[src/rtl/core/mdb_pkg.sv]
// Shared types and constants of the multichannel input debounce core.
package mdb_pkg;

  localparam int unsigned PinW    = 16;
  localparam int unsigned CountW  = 16;
  localparam int unsigned IndexW  = 8;
  localparam int unsigned CfgAddrW = 2;
  localparam int unsigned CfgDataW = 16;
  localparam int unsigned NarrowCh = 8;

  typedef enum logic [CfgAddrW-1:0] {
    CfgThreshold = 2'd0,
    CfgMode      = 2'd1,
    CfgTarget    = 2'd2
  } cfg_idx_e;

  typedef enum logic [1:0] {
    ModeAll  = 2'd0,
    ModeLow  = 2'd1,
    ModeHigh = 2'd2
  } mode_e;

  typedef struct packed {
    logic [CountW-1:0] threshold;
    logic [1:0]        mode;
    logic [PinW-1:0]   target;
  } cfg_t;

endpackage

[src/rtl/core/mdb_cfg_regs.sv]
// Configuration register bank of the debounce core.
module mdb_cfg_regs
  import mdb_pkg::*;
(
  input  logic                clk_i,
  input  logic                rst_ni,
  input  logic                cfg_valid_i,
  output logic                cfg_ready_o,
  input  logic [CfgAddrW-1:0] cfg_index_i,
  input  logic [CfgDataW-1:0] cfg_data_i,
  output cfg_t                cfg_o
);

  cfg_t cfg_q, cfg_d;

  assign cfg_ready_o = 1'b1;

  always_comb begin
    cfg_d = cfg_q;
    if (cfg_valid_i) begin
      unique case (cfg_index_i)
        CfgThreshold: cfg_d.threshold = cfg_data_i;
        CfgMode:      cfg_d.mode      = cfg_data_i[1:0];
        CfgTarget:    cfg_d.target    = cfg_data_i;
        default:      cfg_d           = cfg_q;
      endcase
    end
  end

  always_ff @(posedge clk_i or negedge rst_ni) begin
    if (!rst_ni) begin
      cfg_q <= '0;
    end else begin
      cfg_q <= cfg_d;
    end
  end

  assign cfg_o = cfg_q;

endmodule

[src/rtl/core/mdb_chan_filter.sv]
// One debounce channel: previous sample, repeat counter and filtered level.
module mdb_chan_filter
  import mdb_pkg::*;
(
  input  logic              clk_i,
  input  logic              rst_ni,
  input  logic              upd_i,
  input  logic              sample_i,
  input  logic [CountW-1:0] threshold_i,
  output logic              level_o
);

  logic              prev_q, prev_d;
  logic [CountW-1:0] cnt_q, cnt_d, cnt_run;
  logic              level_q, level_d;

  always_comb begin
    prev_d  = prev_q;
    cnt_d   = cnt_q;
    level_d = level_q;
    cnt_run = (sample_i == prev_q) ? cnt_q + CountW'(1) : '0;
    if (upd_i) begin
      prev_d = sample_i;
      cnt_d  = cnt_run;
      if (cnt_run >= threshold_i) begin
        level_d = sample_i;
        cnt_d   = '0;
      end
    end
  end

  always_ff @(posedge clk_i or negedge rst_ni) begin
    if (!rst_ni) begin
      prev_q  <= 1'b0;
      cnt_q   <= '0;
      level_q <= 1'b0;
    end else begin
      prev_q  <= prev_d;
      cnt_q   <= cnt_d;
      level_q <= level_d;
    end
  end

  // Next level, so the result shows this sample's update.
  assign level_o = level_d;

endmodule

[src/rtl/core/multichannel_input_debounce_core.sv]
// Multichannel input debounce core: one pin sample in, one filtered result out per cycle,
// and a new request taken every cycle, while the result side keeps up; a sample passes
// from request to result through the input register, then the result register. The
// enabled channel filters update in parallel as a sample moves from the input register
// to the result register. Configuration writes are always accepted.
module multichannel_input_debounce_core
  import mdb_pkg::*;
#(
  parameter int unsigned CHANNELS       = 16,
  parameter int unsigned REGISTER_LIMIT = 256
) (
  input  logic                clk_i,
  input  logic                rst_ni,
  input  logic                cfg_valid_i,
  output logic                cfg_ready_o,
  input  logic [CfgAddrW-1:0] cfg_index_i,
  input  logic [CfgDataW-1:0] cfg_data_i,
  input  logic                in_valid_i,
  output logic                in_stall_o,
  input  logic [PinW-1:0]     pin_levels_i,
  output logic                out_valid_o,
  input  logic                out_stall_i,
  output logic [PinW-1:0]     raw_active_o,
  output logic [PinW-1:0]     filtered_word_o,
  output logic [IndexW-1:0]   register_index_o
);

  cfg_t cfg;

  logic            in_valid_q, in_valid_d;
  logic [PinW-1:0] pins_q;
  logic            out_valid_q, out_valid_d;
  logic [PinW-1:0] raw_q, filt_q;
  logic [IndexW-1:0] idx_q, idx_d;
  logic            in_accept, advance, wide, hi;
  logic [PinW-1:0] active;
  logic [CHANNELS-1:0] lane_en, lane_bit, lane_level, raw_lane, filt_lane;

  mdb_cfg_regs u_cfg (
    .clk_i       (clk_i),
    .rst_ni      (rst_ni),
    .cfg_valid_i (cfg_valid_i),
    .cfg_ready_o (cfg_ready_o),
    .cfg_index_i (cfg_index_i),
    .cfg_data_i  (cfg_data_i),
    .cfg_o       (cfg)
  );

  assign advance    = in_valid_q && (!out_valid_q || !out_stall_i);
  assign in_stall_o = in_valid_q && out_valid_q && out_stall_i;
  assign in_accept  = in_valid_i && !in_stall_o;

  always_comb begin
    in_valid_d = in_valid_q;
    if (in_accept) begin
      in_valid_d = 1'b1;
    end else if (advance) begin
      in_valid_d = 1'b0;
    end
  end

  always_comb begin
    out_valid_d = out_valid_q;
    if (advance) begin
      out_valid_d = 1'b1;
    end else if (!out_stall_i) begin
      out_valid_d = 1'b0;
    end
  end

  assign active = ~pins_q;
  assign wide   = (cfg.mode == ModeAll);
  // Unused mode code reads the high pin byte, as the high mode does.
  assign hi     = (cfg.mode != ModeLow);

  for (genvar ch = 0; ch < CHANNELS; ch++) begin : g_lane
    if (ch < NarrowCh) begin : g_low
      assign lane_en[ch]  = 1'b1;
      assign lane_bit[ch] = (!wide && hi) ? active[ch + NarrowCh] : active[ch];
    end else begin : g_upper
      assign lane_en[ch]  = wide;
      assign lane_bit[ch] = active[ch];
    end

    mdb_chan_filter u_filter (
      .clk_i       (clk_i),
      .rst_ni      (rst_ni),
      .upd_i       (advance && lane_en[ch]),
      .sample_i    (lane_bit[ch]),
      .threshold_i (cfg.threshold),
      .level_o     (lane_level[ch])
    );
  end

  assign raw_lane  = lane_bit & lane_en;
  assign filt_lane = lane_level & lane_en;

  assign idx_d = ({1'b0, cfg.target} >= (CfgDataW + 1)'(REGISTER_LIMIT)) ?
                 '0 : cfg.target[IndexW-1:0];

  always_ff @(posedge clk_i or negedge rst_ni) begin
    if (!rst_ni) begin
      in_valid_q  <= 1'b0;
      out_valid_q <= 1'b0;
    end else begin
      in_valid_q  <= in_valid_d;
      out_valid_q <= out_valid_d;
    end
  end

  always_ff @(posedge clk_i) begin
    if (in_accept) begin
      pins_q <= pin_levels_i;
    end
    if (advance) begin
      raw_q  <= PinW'(raw_lane);
      filt_q <= PinW'(filt_lane);
      idx_q  <= idx_d;
    end
  end

  assign out_valid_o      = out_valid_q;
  assign raw_active_o     = raw_q;
  assign filtered_word_o  = filt_q;
  assign register_index_o = idx_q;

endmodule

[config.mk]
export PLATFORM = sky130hd
export DESIGN_NAME = multichannel_input_debounce_core
export DESIGN_NICKNAME = d
export VERILOG_FILES = /design/src/rtl/core/mdb_pkg.sv /design/src/rtl/core/mdb_cfg_regs.sv /design/src/rtl/core/mdb_chan_filter.sv /design/src/rtl/core/multichannel_input_debounce_core.sv
export SDC_FILE = /design/constraint.sdc
export NUM_CORES = 1
export LEC_CHECK = 0
export BUFFER_PORTS_ARGS = -buffer_cell sky130_fd_sc_hd__clkbuf_2
export CAP_MARGIN = 20
export CORE_UTILIZATION = 58
export CTS_BUF_LIST = sky130_fd_sc_hd__clkbuf_16
export DETAILED_ROUTE_END_ITERATION = 16
export PLACE_DENSITY = 0.78
export SYNTH_ARGS = -nofsm -noshare
export SYNTH_HDL_FRONTEND = slang
export SYNTH_SLANG_ARGS = --single-unit
[constraint.sdc]
create_clock -name clk_i -period 4.1 [get_ports clk_i]
set_clock_uncertainty 0.15 [all_clocks]
set_input_delay 0.82 -clock clk_i [delete_from_list [all_inputs] [get_ports clk_i]]
set_output_delay 0.82 -clock clk_i [all_outputs]
set_load 0.02 [all_outputs]
* After elaboration in Yosys (flattened, before gate mapping)
Cells that the tools add are included.
** Word-level totals
- Register bits after elaboration :: 380
- Bits of input ports :: 39
** Operators by class
- $add $sub $neg :: 16
- $lt $le $gt $ge :: 17
- Equality and inequality tests :: 20
- Multiplexer cells :: 76
- Bitwise logic cells :: 3
- Reduce and logical (&&, ||, !) cells :: 17
** Operators with widths (count)
- $mux W16 :: 32
- $add A16 B1 Y16 const B :: 16
- $ge A16 B16 Y1 :: 16
- $mux W1 :: 44
- $and A16 B16 Y16 :: 2
- $eq A1 B1 Y1 :: 16
- $ge A16 B9 Y1 const B :: 1
- $not A16 Y16 :: 1
- $logic_and A1 B1 Y1 :: 6
- $reduce_and A2 Y1 :: 3
- $logic_not A1 Y1 :: 4
- $logic_not A2 Y1 :: 2
- $ne A2 B1 Y1 const B :: 2
- $eq A2 B1 Y1 const B :: 1
- $eq A2 B2 Y1 const B :: 1
- $reduce_bool A2 Y1 :: 1
- $logic_or A1 B1 Y1 :: 1

* Logic depth before layout (Yosys ltp)
- Depth after elaboration :: 10
- Mapped depth :: 14
- Gate-level depth less buffers :: 14

* By module
Synthesis repeated with hierarchy kept, for this count alone.
** Unflattened totals
- Cell total of the unflattened synthesis :: 2994
- Area total of the unflattened synthesis :: 28100.7 sq um
** Modules (own cells, without submodules)
- mdb_chan_filter at g_lane[0].u_filter ... :: times used 8, cells an instance 177, area each 1585.3 sq um
- mdb_chan_filter at g_lane[1].u_filter ... :: times used 4, cells an instance 172, area each 1491.4 sq um
- multichannel_input_debounce_core :: times used 1, cells an instance 122, area each 2129.5 sq um
- mdb_chan_filter at g_lane[12].u_filter :: times used 1, cells an instance 176, area each 1549.0 sq um
- mdb_chan_filter at g_lane[15].u_filter :: times used 1, cells an instance 174, area each 1503.9 sq um
- mdb_chan_filter at g_lane[6].u_filter :: times used 1, cells an instance 174, area each 1487.7 sq um
- mdb_chan_filter at g_lane[9].u_filter :: times used 1, cells an instance 169, area each 1481.4 sq um
- mdb_cfg_regs :: times used 1, cells an instance 75, area each 1301.2 sq um

* Least setup slack after synthesis
Ideal clock, no wire load.
- Path kind :: register to register
- Start :: register u_cfg.cfg_q, in the netlist u_cfg.cfg_o[17]
- End :: register filt_q[4] (netlist: filtered_word_o[4]), data pin
- Library setup time :: 267 ps
- Arrival time :: 3444 ps
- Required time :: 3683 ps
- Slack :: 239 ps
- Stages on the path, launching flop included :: 13
- Clock period less this slack :: 3861 ps
- Cells stage by stage :: dfrtp_1 -> buf_4 -> mux2i_4 -> xor2_1 -> clkbuf_1 -> nor2_1 -> ha_1 -> a21oi_1 -> o21ai_0 -> a2111oi_0 -> a2111oi_4 -> o21ai_2 -> mux2_1
** On the way
- Word-level cells in the longest chain between the ends :: 10
** Ends and longest elaborated chain
- start, declared :: line mdb_cfg_regs.sv:14 : cfg_t cfg_q, cfg_d;
- start signal, assigned :: line mdb_cfg_regs.sv:34 : cfg_q <= cfg_d;
- $logic_not A2 Y1 :: line multichannel_input_debounce_core.sv:72 : assign wide = (cfg.mode == ModeAll);
- $logic_not A1 Y1 :: line multichannel_input_debounce_core.sv:79 : assign lane_bit[ch] = (!wide && hi) ? active[ch + NarrowCh] : active[ch];
- $logic_and A1 B1 Y1 (*) :: line multichannel_input_debounce_core.sv:79
- $mux W1 (*) :: line multichannel_input_debounce_core.sv:79
- named net g_lane[4].u_filter.sample_i :: line mdb_chan_filter.sv:8 : input logic sample_i,
- $eq A1 B1 Y1 :: line mdb_chan_filter.sv:21 : cnt_run = (sample_i == prev_q) ? cnt_q + CountW'(1) : '0;
- $mux W16 :: line mdb_chan_filter.sv:21
- $ge A16 B16 Y1 :: line mdb_chan_filter.sv:25 : if (cnt_run >= threshold_i) begin
- $mux W1 (*) :: line mdb_chan_filter.sv:25
- $mux W1 (*) :: line mdb_chan_filter.sv:22 : if (upd_i) begin
- $and A16 B16 Y16 (*) :: line multichannel_input_debounce_core.sv:96 : assign filt_lane = lane_level & lane_en;
- named net filt_lane[4] :: line multichannel_input_debounce_core.sv:37 : logic [CHANNELS-1:0] lane_en, lane_bit, lane_level, raw_lane, filt_lane;
- end signal, assigned :: line multichannel_input_debounce_core.sv:117 : filt_q <= PinW'(filt_lane);
- end, declared :: line multichannel_input_debounce_core.sv:33 : logic [PinW-1:0] raw_q, filt_q;
The timed path passes the listed nets; every way through them passes the cells marked *.
A chain may end at the register's enable or synchronous reset.

* Worst setup path in the final report
- Start :: register u_cfg.cfg_q, in the netlist u_cfg.cfg_o[17]
- End :: register g_lane[7].u_filter.cnt_q[11]
** On the way
- Word-level cells in the longest chain between the ends :: 8
** Ends and longest elaborated chain
- $logic_not A2 Y1 :: line multichannel_input_debounce_core.sv:72
- $logic_not A1 Y1 :: line multichannel_input_debounce_core.sv:79
- $logic_and A1 B1 Y1 (*) :: line multichannel_input_debounce_core.sv:79
- $mux W1 (*) :: line multichannel_input_debounce_core.sv:79
- named net g_lane[7].u_filter.sample_i :: line mdb_chan_filter.sv:8
- $eq A1 B1 Y1 (*) :: line mdb_chan_filter.sv:21
- $mux W16 (*) :: line mdb_chan_filter.sv:21
- $ge A16 B16 Y1 :: line mdb_chan_filter.sv:25
- $mux W16 (*) :: line mdb_chan_filter.sv:25
- end signal, assigned :: line mdb_chan_filter.sv:39 : cnt_q <= cnt_d;
- end, declared :: line mdb_chan_filter.sv:14 : logic [CountW-1:0] cnt_q, cnt_d, cnt_run;
Marks and branches as above.

==> impl_metrics.ini <==
[die]
core_area_um2 = 43100
die_w_um = 211
start_util = 0.588
pin_count = 82
die_y_um = 211
rows = 76
die_area_um2 = 44500

[sta]
timing.fmax_mhz = 256
rsz0062_at_grt = no
period_needed_ns = 3.90
period_share = 0.951
max_slew_margin = 0.296
finalHoldViolCount = 0
setup_viol = 0
finalMaxSlewViolations = 0
tightest_slew_ns = 1.06
tns_ns = 0

[detailed_routing]
drc_errors = 0
drt_iter0_drc = 1529
viasPerCell = 6.18
dr.pass1.iters = 6
wl_per_cell_um = 19.2
antenna_left = 0
vias = 21400
wl_um = 66500

[critical_path]
crit_fanout = 12
startpoint_type = flip-flop
crit_type = reg -> reg
crit_required_ns = 4.46
cp.arrival_ns = 4.26
end_kind = flip-flop

[layout]
area_growth_pct = 12.1
final_common_cell = nand2_1
final_cell_mix = nand2_1, dfrtp_1, nor2_1, ha_1, xor2_1
drive_above_1_share = 0.116
design_area_um2 = 28400
layout.nets = 3156
fin_cells = 3467

[grt]
antenna_found_initial = 1
gr-usage-all-layers = 0.301
overflow = 0
grt_max_degree = 94
grt_pass1_vias = 21100
grt_pass1_wl_um = 107000

[place]
placedCellCount = 3381
portBuffers = 80
dp_hpwl_um = 45700
gp_congestion = 0.904
placed_area_um2 = 26900

[synth]
synthCells = 2744
yosysSeqAreaShare = 0.386
synth.distinct_cells = 70
syn_area_per_cell_um2 = 9.23
mappedNetlistNets = 3055
synth_top_cell_by_area = dfrtp_1
synth_top_cells_by_area = dfrtp_1, ha_1, edfxtp_1
async_flop_share = 0.853
ys.flop_type = dfrtp_1
synth_edf_count = 56
synth-seq-cells = 380
yosys_warnings = 0
synth_top_area_frac = 0.320
syn_area_um2 = 25300

[pwr]
pwr-share-comb = 0.305
clockPowerShare = 0.314
internal_power_w = 0.00799
power_w = 0.0125
sw_frac_of_total = 0.359
ir_worst_vdd_uv = 332
p_leak_nw = 12.9
p_per_area_nw_per_um2 = 439
p_switching_w = 0.00447
p_seq_frac = 0.381

[outcome]
status = completed

[job]
drv_cap = 0

[clocking]
cts_tree = built
cts.sinks = 380
cts_hold_buf = 0
clock_path_buffers = 3
cts_root_buf = clkbuf_16
cts_buffers = 43
clkLatencyLatePin_ns = 0.58
clk_pin_slew_worst_paths_ns = 0.06
htree_levels = 2

[min_path]
hp-class = in -> async
==> cells by family after synthesis <==
logic type,count (synthesis),share of synthesized area
buffers and inverters,176,0.0274
muxes,43,0.0190
xor gates and xnor gates,235,0.0812
and+or+nand+nor,1115,0.204
other,1,0.000148
adders and majority gates,272,0.134
DFF,380,0.386
AOI/OAI and AO/OA,522,0.147
==> power groups by stage <==
stage                     Combinational (W)  Clock (W)  Sequential, W
final                               0.00381    0.00391        0.00475
after floorplan                     0.00249          0        0.00473
after CTS                           0.00377    0.00396        0.00474
after detailed placement            0.00374          0        0.00481
after global routing                0.00422    0.00411        0.00481
after global placement              0.00358          0        0.00478
==> cell type report <==
cell class                      instances  area (µm²)
Multi-Input combinational cell       2188       15000
Fill cell                            3332       14700
Timing Repair Buffer                  173        1230
Sequential cell                       380        9790
Clock inverter                         33         264
Clock buffer                           46        1150
Antenna cell                            3        7.51
Inverter                               59         223
Tap cell                              585         732
==> metrics by stage <==
stage	util	setup slack, ns	hold WS, ns
after floorplan	-	0.239	0.307
after global placement	0.624	0.0540	0.320
after detailed placement	0.624	0.0104	0.335
after CTS	0.657	0.0523	0.150
after global routing	0.659	0.00563	0.182
final	0.659	0.201	0.103
==> timing repair <==
action / 4_1_cts / 5_1_grt
pin swaps: 0 / 2
buffers inserted: 0 / 4
endpoints found under the setup margin: 1 / 64
hold endpoints to repair: 0 / 0
gates resized for setup: 1 / 14
==> cell usage after synthesis, types with 6 or more instances <==
cell and n:
a2111oi_0 12, a211o_1 10, a211oi_1 10, a21o_1 21, a21oi_1 97, a221o_1 10
a22o_1 79, a31o_2 6, and2_1 14, and3_1 50, and4_1 21, buf_1 7
buf_2 20, clkbuf_1 88, dfrtp_1 324, edfxtp_1 56, ha_1 272, inv_1 59
mux2_2 29, mux2i_1 12, nand2_1 385, nand2b_1 24, nand3_1 118, nand3b_1 7
nand4_1 53, nor2_1 309, nor2b_1 13, nor3_1 45, nor4_1 12, o21a_1 11
o21ai_0 114, o31ai_1 22, o41ai_1 96, or2_2 25, or3_1 8, or4_1 13
xnor2_1 86, xor2_1 149
==> flip-flops by register name (all words and copies together) (netlist names), 8 cells and up <==
register                 count
filtered_word_o             16
pins_q                      16
g_lane.u_filter.level_q     16
g_lane.u_filter.cnt_q      256
u_cfg.cfg_o                 34
g_lane.u_filter.prev_q      16
raw_active_o                16
register_index_o             8
==> path summary, 6_finish.rpt <==
kind | from | to | slack [ns] | depth (start not counted)
worst max-delay path | u_cfg.cfg_o[17] | g_lane[7].u_filter.cnt_q[11] | 0.20 | 12
worst min-delay path | rst_ni | g_lane[3].u_filter.cnt_q[13] | 0.10 | 1
worst max register to register | u_cfg.cfg_o[17] | g_lane[7].u_filter.cnt_q[11] | 0.20 | 12
worst min register to register | g_lane[4].u_filter.level_q | g_lane[4].u_filter.level_q | 0.34 | 1
max in group asynchronous | rst_ni | g_lane[14].u_filter.prev_q | 2.79 | 2
min in group clk_i | pin_levels_i[10] | pins_q[10] | 0.26 | 1
==> worst max-delay path, stage by stage (launching register included) <==
cell	delay, ns
dfrtp_2	0.49
buf_4	0.17
mux2i_1	0.49
xor2_1	0.21
or2_2	0.33
ha_1	0.26
nand2b_1	0.15
a2111oi_0	0.49
a2111oi_0	0.14
nand3b_1	0.21
buf_4	0.20
nor2_1	0.34
a22o_1	0.19
==> per-layer routing <==
layer  share of wire  track usage  vias to the layer above
met1            0.42        0.386                    10400
met5               0            0                        -
met3           0.066       0.0495                      162
li1                -            -                    10200
met4           0.039        0.132                        0
met2            0.47        0.501                      705
(Power assumes the default switching activity.)
